## src/sv/srer_pkg.sv

```systemverilog
// Package for the serial receive escape router.
// Types, byte codes and default sizes shared by the router files other than srer_if; no dependencies.
`default_nettype none
package srer_pkg;

   localparam int CLIENT_COUNT_DEF = 8;
   localparam int FIFO_DEPTH_DEF   = 2;

   localparam logic [7:0] CHAR_BSLASH = 8'h5C;
   localparam logic [7:0] CHAR_AT     = 8'h40;
   localparam logic [7:0] CHAR_M      = 8'h6D;
   localparam logic [7:0] CHAR_ZERO   = 8'h30;

   typedef enum logic [1:0] {
      ESC_NORMAL  = 2'd0,
      ESC_ESCAPED = 2'd1,
      ESC_AT      = 2'd2
   } esc_type;

   typedef enum logic {
      CMD_DELIVER = 1'b0,
      CMD_REQUEST = 1'b1
   } cmd_kind_type;

   typedef enum logic {
      BACK_IDLE  = 1'b0,
      BACK_BCAST = 1'b1
   } back_state_type;

   typedef struct packed {
      cmd_kind_type kind;
      logic         bcast;
      logic [3:0]   client;
      logic [7:0]   data;
      logic [7:0]   mask;
   } cmd_type;

endpackage
`default_nettype wire

```

## src/sv/srer_if.sv

```systemverilog
// Handshake channels of the router: request words in, delivery words out.
// Depends on nothing.
`default_nettype none
interface srer_req_if;
   logic       valid;
   logic       ready;
   logic       operation;
   logic [7:0] data_byte;
   logic [3:0] channel;
   logic [7:0] free_mask;
   modport source (output valid, operation, data_byte, channel, free_mask, input ready);
   modport sink   (input valid, operation, data_byte, channel, free_mask, output ready);
endinterface

interface srer_rsp_if;
   logic       valid;
   logic       ready;
   logic [3:0] dest_client;
   logic [7:0] out_byte;
   logic       notify;
   logic       last;
   modport source (output valid, dest_client, out_byte, notify, last, input ready);
   modport sink   (input valid, dest_client, out_byte, notify, last, output ready);
endinterface
`default_nettype wire

```

## src/sv/srer_front.sv

```systemverilog
// Front end: escape decode, client select and command generation.
// Depends on srer_pkg and srer_req_if.
`default_nettype none
module srer_front #(
   parameter int CLIENT_COUNT = srer_pkg::CLIENT_COUNT_DEF
) (
   input  wire logic       clock,
   input  wire logic       reset,
   srer_req_if.sink        req_if,
   output srer_pkg::cmd_type push_cmd,
   output logic            push_valid,
   input  wire logic       push_ready
);

   srer_pkg::esc_type esc_ff, esc_in;
   logic [3:0]        client_ff, client_in;
   logic              bcast_ff, bcast_in;
   logic              accept, want_push;
   logic [7:0]        digit;

   assign req_if.ready = push_ready;
   assign accept       = req_if.valid && push_ready;
   assign push_valid   = accept && want_push;

   always_comb begin
      esc_in          = esc_ff;
      client_in       = client_ff;
      bcast_in        = bcast_ff;
      want_push       = 1'b0;
      digit           = req_if.data_byte - srer_pkg::CHAR_ZERO;
      push_cmd.kind   = srer_pkg::CMD_DELIVER;
      push_cmd.bcast  = bcast_ff;
      push_cmd.client = client_ff;
      push_cmd.data   = req_if.data_byte;
      push_cmd.mask   = req_if.free_mask;
      if (req_if.operation) begin
         push_cmd.kind   = srer_pkg::CMD_REQUEST;
         push_cmd.client = req_if.channel;
         want_push = (req_if.channel != 4'd0) && (int'(req_if.channel) <= CLIENT_COUNT);
      end else begin
         case (esc_ff)
            srer_pkg::ESC_NORMAL: begin
               if (req_if.data_byte == srer_pkg::CHAR_BSLASH) begin
                  esc_in = srer_pkg::ESC_ESCAPED;
               end else if (req_if.data_byte == srer_pkg::CHAR_AT) begin
                  esc_in = srer_pkg::ESC_AT;
               end else begin
                  want_push = 1'b1;
               end
            end
            srer_pkg::ESC_ESCAPED: begin
               esc_in    = srer_pkg::ESC_NORMAL;
               want_push = 1'b1;
            end
            srer_pkg::ESC_AT: begin
               esc_in = srer_pkg::ESC_NORMAL;
               if (req_if.data_byte == srer_pkg::CHAR_M) begin
                  bcast_in  = 1'b1;
                  client_in = 4'd0;
               end else begin
                  bcast_in = 1'b0;
                  if (digit != 8'd0 && int'(digit) <= CLIENT_COUNT) begin
                     client_in = digit[3:0];
                  end
               end
            end
            default: begin
               esc_in = srer_pkg::ESC_NORMAL;
            end
         endcase
      end
   end

   always_ff @(posedge clock) begin
      if (reset) begin
         esc_ff    <= srer_pkg::ESC_NORMAL;
         client_ff <= 4'd1;
         bcast_ff  <= 1'b0;
      end else if (accept) begin
         esc_ff    <= esc_in;
         client_ff <= client_in;
         bcast_ff  <= bcast_in;
      end
   end

endmodule
`default_nettype wire

```

## src/sv/srer_fifo.sv

```systemverilog
// Short command queue between the front end and the delivery engine.
// Depends on srer_pkg.
`default_nettype none
module srer_fifo #(
   parameter int DEPTH = srer_pkg::FIFO_DEPTH_DEF
) (
   input  wire logic              clock,
   input  wire logic              reset,
   input  wire srer_pkg::cmd_type push_cmd,
   input  wire logic              push_valid,
   output logic                   push_ready,
   output srer_pkg::cmd_type      pop_cmd,
   output logic                   pop_valid,
   input  wire logic              pop_ready
);

   localparam int PW = (DEPTH > 1) ? $clog2(DEPTH) : 1;
   localparam int CW = $clog2(DEPTH + 1);

   srer_pkg::cmd_type mem_ff [DEPTH];
   logic [PW-1:0]     wr_ptr_ff, wr_ptr_in, rd_ptr_ff, rd_ptr_in;
   logic [CW-1:0]     count_ff, count_in;
   logic              do_push, do_pop;

   assign push_ready = (count_ff != CW'(DEPTH));
   assign pop_valid  = (count_ff != '0);
   assign pop_cmd    = mem_ff[rd_ptr_ff];
   assign do_push    = push_valid && push_ready;
   assign do_pop     = pop_valid && pop_ready;

   always_comb begin
      wr_ptr_in = wr_ptr_ff;
      rd_ptr_in = rd_ptr_ff;
      count_in  = count_ff;
      if (do_push) begin
         wr_ptr_in = (wr_ptr_ff == PW'(DEPTH - 1)) ? '0 : wr_ptr_ff + 1'b1;
      end
      if (do_pop) begin
         rd_ptr_in = (rd_ptr_ff == PW'(DEPTH - 1)) ? '0 : rd_ptr_ff + 1'b1;
      end
      if (do_push && !do_pop) begin
         count_in = count_ff + 1'b1;
      end else if (do_pop && !do_push) begin
         count_in = count_ff - 1'b1;
      end
   end

   always_ff @(posedge clock) begin
      if (reset) begin
         wr_ptr_ff <= '0;
         rd_ptr_ff <= '0;
         count_ff  <= '0;
      end else begin
         wr_ptr_ff <= wr_ptr_in;
         rd_ptr_ff <= rd_ptr_in;
         count_ff  <= count_in;
      end
   end

   always_ff @(posedge clock) begin
      if (do_push) begin
         mem_ff[wr_ptr_ff] <= push_cmd;
      end
   end

endmodule
`default_nettype wire

```

## src/sv/srer_back.sv

```systemverilog
// Delivery engine: request credits, single-client and broadcast delivery,
// output register. Depends on srer_pkg and srer_rsp_if.
`default_nettype none
module srer_back #(
   parameter int CLIENT_COUNT = srer_pkg::CLIENT_COUNT_DEF
) (
   input  wire logic              clock,
   input  wire logic              reset,
   input  wire srer_pkg::cmd_type pop_cmd,
   input  wire logic              pop_valid,
   output logic                   pop_ready,
   srer_rsp_if.source             rsp_if
);

   localparam int EW = CLIENT_COUNT + 8;

   srer_pkg::back_state_type state_ff, state_in;
   logic [7:0]              credit_ff [CLIENT_COUNT];
   logic [7:0]              credit_in [CLIENT_COUNT];
   logic [CLIENT_COUNT-1:0] pos_ff, pos_in;
   logic [3:0]              idx_ff, idx_in;
   logic [7:0]              data_ff, data_in, mask_ff, mask_in;
   logic                    valid_ff, valid_in;
   logic [3:0]              dest_ff, dest_in;
   logic [7:0]              byte_ff, byte_in;
   logic                    notify_ff, notify_in, last_ff, last_in;
   logic [EW-1:0]           cmd_ext, hold_ext;
   logic [CLIENT_COUNT-1:0] cmd_free, hold_free, client_oh, ok_vec;
   logic                    out_free, ok_cur, ok_next;

   assign cmd_ext   = {{CLIENT_COUNT{1'b0}}, pop_cmd.mask};
   assign hold_ext  = {{CLIENT_COUNT{1'b0}}, mask_ff};
   assign cmd_free  = cmd_ext[CLIENT_COUNT-1:0];
   assign hold_free = hold_ext[CLIENT_COUNT-1:0];
   assign out_free  = !valid_ff || rsp_if.ready;
   assign pop_ready = (state_ff == srer_pkg::BACK_IDLE) && out_free;
   assign ok_cur    = |(ok_vec & pos_ff);
   assign ok_next   = |(ok_vec & (pos_ff << 1));

   assign rsp_if.valid       = valid_ff;
   assign rsp_if.dest_client = dest_ff;
   assign rsp_if.out_byte    = byte_ff;
   assign rsp_if.notify      = notify_ff;
   assign rsp_if.last        = last_ff;

   always_comb begin
      for (int i = 0; i < CLIENT_COUNT; i++) begin
         ok_vec[i]    = (credit_ff[i] != 8'd0) && hold_free[i];
         client_oh[i] = (pop_cmd.client == 4'(i + 1));
      end
   end

   always_comb begin
      state_in  = state_ff;
      credit_in = credit_ff;
      pos_in    = pos_ff;
      idx_in    = idx_ff;
      data_in   = data_ff;
      mask_in   = mask_ff;
      valid_in  = valid_ff && !rsp_if.ready;
      dest_in   = dest_ff;
      byte_in   = byte_ff;
      notify_in = notify_ff;
      last_in   = last_ff;
      case (state_ff)
         srer_pkg::BACK_IDLE: begin
            if (pop_valid && out_free) begin
               if (pop_cmd.kind == srer_pkg::CMD_REQUEST) begin
                  for (int i = 0; i < CLIENT_COUNT; i++) begin
                     if (client_oh[i] && credit_ff[i] != 8'hFF) begin
                        credit_in[i] = credit_ff[i] + 8'd1;
                     end
                  end
               end else if (pop_cmd.bcast) begin
                  state_in  = srer_pkg::BACK_BCAST;
                  pos_in    = '0;
                  pos_in[0] = 1'b1;
                  idx_in    = 4'd1;
                  data_in   = pop_cmd.data;
                  mask_in   = pop_cmd.mask;
               end else if (|(cmd_free & client_oh)) begin
                  valid_in  = 1'b1;
                  dest_in   = pop_cmd.client;
                  byte_in   = pop_cmd.data;
                  notify_in = 1'b1;
                  last_in   = 1'b1;
               end
            end
         end
         srer_pkg::BACK_BCAST: begin
            if (out_free) begin
               if (ok_cur) begin
                  valid_in  = 1'b1;
                  dest_in   = idx_ff;
                  byte_in   = data_ff;
                  notify_in = 1'b0;
                  last_in   = !ok_next;
                  for (int i = 0; i < CLIENT_COUNT; i++) begin
                     if (pos_ff[i]) begin
                        credit_in[i] = credit_ff[i] - 8'd1;
                     end
                  end
                  pos_in = pos_ff << 1;
                  idx_in = idx_ff + 4'd1;
                  if (!ok_next) begin
                     state_in = srer_pkg::BACK_IDLE;
                  end
               end else begin
                  state_in = srer_pkg::BACK_IDLE;
               end
            end
         end
         default: begin
            state_in = srer_pkg::BACK_IDLE;
         end
      endcase
   end

   always_ff @(posedge clock) begin
      if (reset) begin
         state_ff <= srer_pkg::BACK_IDLE;
         valid_ff <= 1'b0;
         for (int i = 0; i < CLIENT_COUNT; i++) begin
            credit_ff[i] <= 8'd0;
         end
      end else begin
         state_ff  <= state_in;
         valid_ff  <= valid_in;
         credit_ff <= credit_in;
      end
   end

   always_ff @(posedge clock) begin
      pos_ff    <= pos_in;
      idx_ff    <= idx_in;
      data_ff   <= data_in;
      mask_ff   <= mask_in;
      dest_ff   <= dest_in;
      byte_ff   <= byte_in;
      notify_ff <= notify_in;
      last_ff   <= last_in;
   end

endmodule
`default_nettype wire

```

## src/sv/serial_rx_escape_router_core.sv

```systemverilog
// Serial receive escape router, top level. Depends on srer_pkg, srer_if,
// srer_front, srer_fifo and srer_back.
// Path: a single-client word passes through the command queue and the output register; a
// broadcast byte also passes through the broadcast state before its first result.
// Throughput: one request word per cycle into the command queue while the queue is not full;
// the delivery engine takes one command per cycle while it is idle and its output register is
// free, and takes no new command while it delivers a broadcast byte.
// Reset (synchronous): escape normal, client 1, broadcast off, credits zero, queue empty.
`default_nettype none
module serial_rx_escape_router_core #(
   parameter int CLIENT_COUNT = srer_pkg::CLIENT_COUNT_DEF,
   parameter int FIFO_DEPTH   = srer_pkg::FIFO_DEPTH_DEF
) (
   input  wire logic  clock,
   input  wire logic  reset,
   srer_req_if.sink   req_if,
   srer_rsp_if.source rsp_if
);

   srer_pkg::cmd_type push_cmd, pop_cmd;
   logic              push_valid, push_ready, pop_valid, pop_ready;

   srer_front #(.CLIENT_COUNT(CLIENT_COUNT)) u_front (
      .clock      (clock),
      .reset      (reset),
      .req_if     (req_if),
      .push_cmd   (push_cmd),
      .push_valid (push_valid),
      .push_ready (push_ready)
   );

   srer_fifo #(.DEPTH(FIFO_DEPTH)) u_fifo (
      .clock      (clock),
      .reset      (reset),
      .push_cmd   (push_cmd),
      .push_valid (push_valid),
      .push_ready (push_ready),
      .pop_cmd    (pop_cmd),
      .pop_valid  (pop_valid),
      .pop_ready  (pop_ready)
   );

   srer_back #(.CLIENT_COUNT(CLIENT_COUNT)) u_back (
      .clock     (clock),
      .reset     (reset),
      .pop_cmd   (pop_cmd),
      .pop_valid (pop_valid),
      .pop_ready (pop_ready),
      .rsp_if    (rsp_if)
   );

endmodule
`default_nettype wire
```

## src/flat_wrapper.sv

```systemverilog
// flat-port wrapper written by rule: the top's interface ports become plain ports
module serial_rx_escape_router_core_flat 
#(
   parameter int CLIENT_COUNT = srer_pkg::CLIENT_COUNT_DEF,
   parameter int FIFO_DEPTH   = srer_pkg::FIFO_DEPTH_DEF
)
  (clock, reset, req_if_valid, req_if_operation, req_if_data_byte, req_if_channel, req_if_free_mask, req_if_ready, rsp_if_valid, rsp_if_dest_client, rsp_if_out_byte, rsp_if_notify, rsp_if_last, rsp_if_ready);
  srer_req_if req_if_i ();
  srer_rsp_if rsp_if_i ();
  input  wire logic clock;
  input  wire logic reset;
  input wire logic [$bits(req_if_i.valid)-1:0] req_if_valid;
  input wire logic [$bits(req_if_i.operation)-1:0] req_if_operation;
  input wire logic [$bits(req_if_i.data_byte)-1:0] req_if_data_byte;
  input wire logic [$bits(req_if_i.channel)-1:0] req_if_channel;
  input wire logic [$bits(req_if_i.free_mask)-1:0] req_if_free_mask;
  output wire logic [$bits(req_if_i.ready)-1:0] req_if_ready;
  output wire logic [$bits(rsp_if_i.valid)-1:0] rsp_if_valid;
  output wire logic [$bits(rsp_if_i.dest_client)-1:0] rsp_if_dest_client;
  output wire logic [$bits(rsp_if_i.out_byte)-1:0] rsp_if_out_byte;
  output wire logic [$bits(rsp_if_i.notify)-1:0] rsp_if_notify;
  output wire logic [$bits(rsp_if_i.last)-1:0] rsp_if_last;
  input wire logic [$bits(rsp_if_i.ready)-1:0] rsp_if_ready;
  assign req_if_i.valid = req_if_valid;
  assign req_if_i.operation = req_if_operation;
  assign req_if_i.data_byte = req_if_data_byte;
  assign req_if_i.channel = req_if_channel;
  assign req_if_i.free_mask = req_if_free_mask;
  assign req_if_ready = req_if_i.ready;
  assign rsp_if_valid = rsp_if_i.valid;
  assign rsp_if_dest_client = rsp_if_i.dest_client;
  assign rsp_if_out_byte = rsp_if_i.out_byte;
  assign rsp_if_notify = rsp_if_i.notify;
  assign rsp_if_last = rsp_if_i.last;
  assign rsp_if_i.ready = rsp_if_ready;
  serial_rx_escape_router_core #(.CLIENT_COUNT(CLIENT_COUNT), .FIFO_DEPTH(FIFO_DEPTH)) u_core (.clock(clock), .reset(reset), .req_if(req_if_i), .rsp_if(rsp_if_i));
endmodule
```

## config.mk

```make
export PLATFORM = sky130hd
export DESIGN_NAME = serial_rx_escape_router_core_flat
export DESIGN_NICKNAME = d
export VERILOG_FILES = /design/src/sv/srer_pkg.sv /design/src/sv/srer_if.sv /design/src/sv/srer_front.sv /design/src/sv/srer_fifo.sv /design/src/sv/srer_back.sv /design/src/sv/serial_rx_escape_router_core.sv /design/src/flat_wrapper.sv
export SDC_FILE = /design/constraint.sdc
export NUM_CORES = 1
export LEC_CHECK = 0
export BUFFER_PORTS_ARGS = -buffer_cell sky130_fd_sc_hd__buf_2
export CELL_PAD_IN_SITES_DETAIL_PLACEMENT = 0
export CELL_PAD_IN_SITES_GLOBAL_PLACEMENT = 1
export CORE_MARGIN = 10
export CORE_UTILIZATION = 44
export CTS_CLUSTER_DIAMETER = 150
export DETAILED_ROUTE_END_ITERATION = 16
export PLACE_DENSITY = 0.76
export SETUP_SLACK_MARGIN = 0.4
export SYNTH_ARGS = -nofsm -noshare
export SYNTH_HDL_FRONTEND = slang
export SYNTH_SLANG_ARGS = --single-unit
```

## constraint.sdc

```tcl
create_clock -name clock -period 3.75 [get_ports clock]
set_input_delay 0.375 -clock clock [delete_from_list [all_inputs] [get_ports clock]]
set_output_delay 0.375 -clock clock [all_outputs]
set_load 0.01 [all_outputs]
```

### After elaboration in Yosys (flattened, before gate mapping)

Memory sizes are Yosys's and may differ from the RTL's. A register that Yosys moved wholly into a read port is not among the register bits.
Index checks and enable logic that the tools add are counted.

| word-level totals | value |
|---|---|
| register bits after elaboration | 119 |
| bits in writable memories | 44 |
| input bits | 25 |
| output and inout port bits | 16 |
| logic and storage cells | 257 |
| memories kept | 1 |

| operators by class | value |
|---|---|
| add/subtract/negate cells | 22 |
| order comparisons | 2 |
| equal/unequal tests | 47 |
| multiplexer cells | 91 |
| bitwise operators | 6 |
| reductions and logical operators | 64 |

Memory list:

| memory | depth | bits a word | rd ports | clocked after memory_dff | wr ports | RTL line | source |
|---|---|---|---|---|---|---|---|
| u_core.u_fifo.mem_ff | 2 | 22 | 1 | 1 | 1 | srer_fifo.sv:20 | `srer_pkg::cmd_type mem_ff [DEPTH];` |

Operators by type and width:

| kind | number |
|---|---|
| 2-to-1 mux 64 bit | 4 |
| 2-to-1 mux 8 bit | 27 |
| case mux 64 bit (2 select lines) | 1 |
| nonzero test 8 bit | 9 |
| adder 8 x 1 -> 8 bit, second input constant | 8 |
| != test 8 bit, second input constant | 8 |
| subtractor 8 x 1 -> 8 bit, second input constant | 8 |
| 2-to-1 mux 4 bit | 14 |
| AND reduction 6 bit | 9 |
| != test 2 x 1 -> 1 bit, second input constant | 22 |
| case mux 8 bit (2 select lines) | 2 |
| 2-to-1 mux 1 bit | 31 |
| logical AND 1 bit | 27 |
| bitwise AND 8 bit | 3 |
| == test 8 x 7 -> 1 bit, second input constant | 3 |
| OR reduction 8 bit | 3 |
| == test 4 x 3 -> 1 bit, second input constant | 4 |
| case mux 4 bit (2 select lines) | 2 |
| 2-to-1 mux 2 bit | 5 |
| case mux 1 bit (2 select lines) | 5 |
| == test 4 x 2 -> 1 bit, second input constant | 2 |
| <= comparator 8 x 4 -> 1 bit, second input constant | 1 |
| AND reduction 4 bit | 2 |
| subtractor 8 x 6 -> 8 bit, second input constant | 1 |
| other kinds (19) | 31 |

### Longest topological paths before layout

Gate-level depths: netlist of run 1.

| logic depth | value |
|---|---|
| word-level depth | 11 |
| mapped depth | 10 |

### Modules after synthesis

From an unflattened synthesis of run 1, not the netlist that was laid out.

| unflattened totals | value |
|---|---|
| cells, all modules | 910 |
| area, all modules | 9402.8 µm² |

By module, submodules not included:

| module | instances | cells each | area each (µm²) | seq. area each (µm²) |
|---|---|---|---|---|
| srer_back | 1 | 737 | 6959.2 | 2582.5 |
| srer_fifo | 1 | 92 | 1801.7 | 1421.4 |
| srer_front | 1 | 81 | 641.9 | 140.1 |

### Least setup slack after synthesis of run 1

OpenSTA, ideal clock, no wires.

| path | value |
|---|---|
| path kind | register -> register |
| start | register u_core.u_back.state_ff |
| end | register u_core.u_back.credit_ff[62] (netlist bit) |
| library setup time | 0.116 ns |
| arrival | 3.809 ns |
| data required time | 3.634 ns |
| slack | -0.175 ns |
| stages on the path, launching flop included | 11 |
| path through | dfxtp_1 clkbuf_1 clkinv_1 buf_1 fa_1 nor2b_1 o21ai_0 a21boi_0 o21a_1 o21ai_0 a31o_2 |

| between the ends | value |
|---|---|
| cells in the longest elaborated chain, start to end | 3 |
| elaborated cells on any way between the ends | 9 |

Ends and longest elaborated chain:

| what | RTL line | source |
|---|---|---|
| start: declaration | srer_back.sv:17 | `srer_pkg::back_state_type state_ff, state_in;` |
| start signal: assignment | srer_back.sv:121 | `state_ff <= srer_pkg::BACK_IDLE;` |
| start signal: assignment | srer_back.sv:127 | `state_ff <= state_in;` |
| inverter 1 bit (no source line) | -- |  |
| != test 2 x 1 -> 1 bit (no source line) | -- |  |
| AND reduction 6 bit (no source line) | -- |  |
| end signal: assignment | srer_back.sv:129 | `credit_ff <= credit_in;` |
| end: declaration | srer_back.sv:18 | `logic [7:0] credit_ff [CLIENT_COUNT];` |

Several ways; a longest one is shown, not always the timed one.
A chain may end at the register's enable or synchronous reset.

==> flow_summary_export.csv, run 1 <==
group,metric,value,unit
run_status,status,"finished clean",
cts,ctsResizeCount,0,
setup_path,crit_fanout,15,
global_routing,grt_pass1_vias,6832,
synth,synth-main-ff-cell,"edfxtp_1",
floorplan,start_util,0.4522,
power_and_ir_drop,leakage,3.603,nW
cts,htreeDepth,4,
power_and_ir_drop,ir_drop,0.3301,mV
drt,ant_nets,0,
floorplan,die_h,164.9,um
global_routing,grt_overflow,0,
global_routing,antenna_found_initial,0,
cts,path_clk_slew,70,ps
setup_path,cp.arrival,3340,ps
synth,synth_compound_area_frac,0.1720,
global_routing,grt_max_degree,84,
floorplan,die_w,164.9,um
layout,drive_gt1_frac,0.1329,
drt,post_drt_wl_per_cell,16.86,um
run,cap_violations,0,
sta,slew_violations,0,
drt,drt-total-wl,21050,um
sta,max_clock_freq,331.8,MHz
setup_path,cp-start-kind,"flip-flop",
sta,finClkSkew,11.81,ps
place,place.gp.congestion,0.8114,
synth,synthXorXnorAreaFrac,0.02086,
setup_path,crit_path_end_kind,"flip-flop",
cts,cts_made_buffers,17,
setup_path,worstSetupPathType,"reg2reg",
sta,slew_headroom,0.3324,
synth,ys_seq_area_frac,0.4486,
synth,ys_async_sr_fraction,0,
synth,yosys-mux-area-fraction,0.05215,
layout,fillerInstances,1923,
floorplan,rows,52,
synth,ys_warn_count,0,
floorplan,die_area,27190,um2
synth,netlist_area,9238,um2
layout,antenna_cells,0,
cts,clockRootBuffer,"clkbuf_16",
global_routing,grt_usage,0.1574,
drt,drt-initial-drc-count,407,
floorplan,core_area,20430,um2
sta,fin_crit_sh,0.8037,
place,hpwl,14290,um
power_and_ir_drop,power.density,465.1,nW/um2
cts,cts_buffer_depth,2,
layout,area_growth,11.19,%
synth,ys_ff_latch,164,
sta,hold-worst-slack,129.0,ps
synth,synth_fa_ha_area_frac,0.08506,
cts,cts_sinks,164,
cts,ctsHoldBuffers,0,
synth,syn_inst,937,
hold_path,min_path_type,"in2reg",
global_routing,grt_pass1_wl,34530,um
floorplan,ios,41,
layout,nets,1048,
drt,drc,0,
synth,synth_edf_count,86,
cts,cts_setup_buffers,0,
synth,syn_avg_cell_area,9.859,um2
sta,rsz0062_at_grt,"false",
synth,syn_nets,1020,
drt,vias,7023,
sta,finalHoldViolations,0,
setup_path,r2r_slack,740,ps
setup_path,worst_ep_required_time,4070,ps
cts,clkLatencyLatePin,440,ps
sta,min_period,3014,ps
sta,setup_viol,0,
sta,worst_slew_pin_slew,1001,ps
cts,cts_tree,"built",
synth,synthSimpleGateAreaFrac,0.1822,
synth,synth_top_family_by_area,"simple AND/OR/NAND/NOR gates",
drt,vias_per_cell,5.627,
drt,drtPass1Iterations,4,
synth,yosysUniqueCellTypes,63,
place,port_buffers,40,
sta,tns,0,ps
## sequential cells by signal, indices dropped and copies added (netlist names), named ones only
signal / flops
u_core.u_fifo.wr_ptr_ff: 1
u_core.u_back.credit_ff: 64
u_core.u_back.rsp_if.out_byte: 8
u_core.u_fifo.rd_ptr_ff: 1
u_core.u_back.data_ff: 8
u_core.u_back.rsp_if.dest_client: 4
u_core.u_back.rsp_if.notify: 1
u_core.u_fifo.count_ff: 2
u_core.u_back.rsp_if.last: 1
u_core.u_back.idx_ff: 4
u_core.u_back.rsp_if.valid: 1
u_core.u_back.hold_free: 8
u_core.u_front.bcast_ff: 1
u_core.u_back.pos_ff: 8
u_core.u_front.client_ff: 4
u_core.u_front.esc_ff: 2
u_core.u_fifo.mem_ff: 44
u_core.u_back.state_ff: 1
## worst paths after layout
check | cells after the start | startpoint | endpoint
max | 7 | flip-flop | u_core.u_back.credit_ff[47]$_SDFFE_PP0P_
min | 1 | req_if_free_mask[0] | u_core.u_fifo.mem_ff[0][0]$_DFFE_PP_
max reg2reg | 7 | flip-flop | u_core.u_back.credit_ff[47]$_SDFFE_PP0P_
min reg2reg | 0 | u_core.u_front.bcast_ff$_SDFFE_PP0P_ | u_core.u_fifo.mem_ff[0][20]$_DFFE_PP_
## placed cells by master, fill, tap and decap left out, types with 4 or more instances in the layout
master	instances
nand4_1	17
clkinv_4	7
mux2_2	36
nand2b_1	4
o21a_1	23
nor4_1	17
a21o_1	7
o31ai_1	10
clkbuf_16	17
nand2_1	36
xor2_1	12
or3_1	40
nand3_1	18
nor2_1	54
edfxtp_1	86
a21boi_0	10
xnor2_1	10
mux2i_1	4
nor2b_1	33
inv_1	44
o211ai_1	11
buf_2	40
a21oi_1	96
nor3_1	24
and2_1	11
dfxtp_1	77
or4_1	15
ha_1	50
nor4_2	4
o21ai_1	6
nor4b_1	8
buf_4	8
fa_1	8
o21ai_0	75
a2111o_1	7
## layout make-up
type / count / area (um2) / area share
Multi-Input combinational cell: 686 / 4733 / 0.4608
Inverter: 45 / 168.9 / 0.01645
Timing Repair Buffer: 51 / 320.3 / 0.03119
Sequential cell: 164 / 4148 / 0.4038
Clock buffer: 19 / 442.9 / 0.04312
Clock inverter: 13 / 120.1 / 0.01169
Tap cell: 270 / 337.8 / 0.03289
## power by group
part           switching (W)  leakage (nW)  internal [W]
Sequential         0.0000975          1.41       0.00207
Combinational       0.000569          1.91      0.000362
Clock               0.000792         0.277      0.000887
Total                0.00146          3.60       0.00332
## critical path: stages, from the launching register on
cell	delay (ps)
dfxtp_1	680
buf_4	270
or3b_2	480
a21o_1	220
nor3_1	190
o21ai_1	300
nor4b_1	400
mux2_1	350
## per-layer routing
metal / GRT usage / part of all wire / up-vias / wire [um]
met3: 0.03186 / 0.028 / 15 / 589
met1: 0.2169 / 0.50 / 3351 / 10540
met2: 0.2472 / 0.46 / 79 / 9720
met5: 0 / 0 / - / 0
met4: 0.03986 / 0.0091 / 0 / 191
li1: - / - / 3578 / -
## synthesized netlist by cell type, types with 8 or more instances
cell type | number | share of area
nor2b_1 | 33 | 0.022
nand3_1 | 18 | 0.0098
o21a_1 | 23 | 0.019
xor2_1 | 12 | 0.011
dfxtp_1 | 78 | 0.17
clkbuf_1 | 26 | 0.011
and2_1 | 11 | 0.0074
a21oi_1 | 96 | 0.052
nand2_1 | 36 | 0.015
o21ai_0 | 75 | 0.041
a21boi_0 | 11 | 0.0089
ha_1 | 50 | 0.068
fa_1 | 8 | 0.017
nand4_1 | 17 | 0.012
mux2_2 | 36 | 0.044
o31ai_1 | 10 | 0.0081
inv_1 | 44 | 0.018
nor4b_1 | 8 | 0.0076
or3_1 | 40 | 0.027
nor3_1 | 24 | 0.013
o211ai_1 | 11 | 0.0089
nor2_1 | 54 | 0.022
xnor2_1 | 10 | 0.0095
or4_1 | 15 | 0.012
edfxtp_1 | 86 | 0.28
nor4_1 | 17 | 0.012
## kinds of logic after synthesis
logic type / Yosys count
simple gates: 298
buf+inv: 87
fa+ha+maj: 58
mux: 43
flops: 164
xor+xnor: 22
compound gates: 265
## per-stage QoR
stage	std cells	instance area (um2)	worst slack, ps	utilization	power, W
5_1_grt	1248	10270	462.0	0.5028	0.005004
2_1_floorplan	937	9241	551.3	-	0.002861
4_1_cts	1248	10270	709.7	0.5028	0.004817
3_3_place_gp	1216	9708	788.1	0.4752	0.003125
3_5_place_dp	1216	9708	721.4	0.4752	0.003137
6_report	1248	10270	736.2	0.5028	0.004777
(Power assumes the default switching activity.)
==> run 2, diff against run 1 <==
- ABC_AREA: unset -> 1
- CORE_UTILIZATION: 44 -> 43
- PLACE_DENSITY: 0.76 -> 0.77
- clock period: 3.75 -> 2.5 ns (I/O delays scaled with it)
==> run 2 against run 1 <==
  * Non-clock buffer count up 31
  * Final cell count grew 26%
  * Setup slack got worse by 260 ps
  * Die area is 6.5% higher
  * Critical endpoint is now u_core.u_back.rsp_if.last$_SDFFCE_PN1P_
==> flow_summary_export.csv, run 2 <==
group,metric,value,unit
run_status,status,"finished clean",
synth,synthTopCellsByArea,"edfxtp_1 27%, dfxtp_1 16%, nand2_1 12%",
cts,clockRootBuffer,"clkbuf_16",
sta,fin_crit_sh,0.8105,
drt,ant_nets,0,
place,placed_cells,1521,
sta,finClkSkew,16.75,ps
layout,antenna_cells,0,
cts,cts_sinks,164,
layout,largest_reg_flops,64,
layout,area_growth,17.38,%
global_routing,grt_pass1_wl,37020,um
cts,clkLatencyLatePin,440,ps
layout,drive_gt1_frac,0.1538,
power_and_ir_drop,ir_drop,0.5261,mV
sta,max_clock_freq,493.5,MHz
synth,netlist_area,9702,um2
place,hpwl,15790,um
hold_path,min_path_type,"in2reg",
synth,yosysUniqueCellTypes,42,
layout,layout_common_cells,"307 x nand2_1, 134 x inv_1, 130 x nor2_1, 86 x edfxtp_1, 76 x dfxtp_1",
synth,synth_most_common_cell,"nand2_1",
drt,drc,0,
floorplan,rows,54,
synth,ys_warn_count,0,
drt,post_drt_wl_per_cell,14.19,um
setup_path,r2r_slack,470,ps
global_routing,grt_usage,0.1560,
synth,ys_seq_area_frac,0.4271,
drt,vias_per_cell,4.953,
cts,path_clk_slew,80,ps
layout,final_cells,1574,
drt,drt-total-wl,22330,um
synth,synth_top_cell_by_area,"edfxtp_1",
cts,htreeDepth,4,
drt,drt-initial-drc-count,459,
cts,cts_buffer_depth,2,
cts,cts_tree,"built",
sta,rsz0062_at_grt,"true",
layout,top_register,"u_core.u_back.credit_ff",
floorplan,core_area,22030,um2
floorplan,die_area,28970,um2
layout,largest_registers,"u_core.u_back.credit_ff x64, u_core.u_fifo.mem_ff x44",
place,place.gp.congestion,0.8409,
sta,finalHoldViolations,0,
synth,syn_nets,1292,
setup_path,crit_fanout,7,
power_and_ir_drop,leakage,5.427,nW
setup_path,crit_path_end_kind,"flip-flop",
drt,vias,7796,
global_routing,grt_max_degree,46,
place,port_buffers,40,
layout,fillerInstances,2127,
global_routing,grt_overflow,0,
synth,ys_top_cells_by_count,"313 x nand2_1, 137 x inv_1, 137 x nor2_1",
sta,min_period,2026,ps
global_routing,grt_pass1_vias,7542,
floorplan,die_h,170.2,um
synth,syn_avg_cell_area,8.025,um2
layout,fin_util,0.5170,
layout,nets,1364,
run,cap_violations,0,
synth,synth-main-ff-cell,"edfxtp_1",
synth,ys_async_sr_fraction,0,
drt,drtPass1Iterations,4,
sta,setup_viol,0,
synth,ys_ff_latch,164,
floorplan,die_w,170.2,um
layout,final_common_cell,"nand2_1",
floorplan,start_util,0.4405,
setup_path,cp-start-kind,"flip-flop",
global_routing,antenna_found_initial,0,
cts,cts_made_buffers,17,
setup_path,worst_ep_required_time,2650,ps
synth,syn_inst,1209,
hold_path,hold_path.startpoint,"req_if_data_byte[6]",
sta,tns,0,ps
power_and_ir_drop,power.density,883.3,nW/um2
floorplan,ios,41,
sta,slew_headroom,0.7629,
sta,worst_slew_pin_slew,353.3,ps
synth,synth_edf_count,86,
setup_path,worstSetupPathType,"reg2reg",
synth,synth_top_area_frac,0.2662,
sta,slew_violations,0,
setup_path,cp.arrival,2180,ps
-- run 2: metal layers --
layer	GRT usage	wire, um	vias to the layer above
met4	0.03661	183	0
met2	0.2570	10600	98
li1	-	-	4122
met1	0.2090	10910	3565
met5	0	0	-
met3	0.02661	638	11
-- run 2: final timing paths --
path              depth (start not counted)                                      end
hold reg to reg                           0    u_core.u_fifo.mem_ff[0][20]$_DFFE_PP_
setup / recovery                         13  u_core.u_back.rsp_if.last$_SDFFCE_PN1P_
setup reg to reg                         13  u_core.u_back.rsp_if.last$_SDFFCE_PN1P_
hold / removal                            1    u_core.u_fifo.mem_ff[1][14]$_DFFE_PP_
-- run 2: cells by family after synthesis --
kind of cell | count (synthesis) | synth area share
simple gates | 619 | 0.2836
buf+inv | 182 | 0.07802
flops | 164 | 0.4271
compound gates | 129 | 0.07867
fa+ha+maj | 58 | 0.08099
xor+xnor | 56 | 0.05055
mux | 1 | 0.001032
-- run 2: final cells by class --
type | instances | area, um2 | area share
clock buffers | 17 | 425.4 | 0.03735
clock inverters | 15 | 209.0 | 0.01835
inverters | 152 | 579.3 | 0.05087
multi-input cells | 864 | 5026 | 0.4413
flip-flops and latches | 164 | 4151 | 0.3645
well taps | 280 | 350.3 | 0.03076
repair buffers | 82 | 646.9 | 0.05680
-- run 2: timing repair --
action	4_1_cts	5_1_grt
resized for setup	5	47
setup buffers	1	12
endpoints found under the setup margin	65	91
cloned	0	3
hold buffers	5	0
pin swaps	1	15
hold endpoints to repair	10	0
-- run 2: where the power goes --
part           leakage [nW]  internal [W]  switching (W)
registers              1.42       0.00337       0.000294
logic                  3.70       0.00138        0.00227
clock network         0.306       0.00139        0.00136
-- run 2: per-stage QoR --
stage / power (W) / setup WS [ps] / hold WS (ps) / instance area [um2]
final: 0.01006 / 473.8 / 24.14 / 11390
after global routing: 0.01076 / 330.1 / 6.028 / 11390
after CTS: 0.009818 / 393.7 / 8.985 / 11050
after detailed placement: 0.006989 / 139.7 / 442.8 / 10310
after global placement: 0.006949 / 215.9 / 440.4 / 10310
after floorplan: 0.006134 / 306.1 / 348.9 / 9786
-- run 2: critical path, cell delays in order, from the launching register on --
cell	delay (ps)
dfxtp_4	420
inv_4	70
nand2_2	60
nand2_2	70
inv_2	100
nand2_4	70
nor3_4	190
nand2_1	70
nand2_1	70
nor2_1	50
nand2_1	80
nand2_2	80
a21oi_4	220
clkbuf_16	200
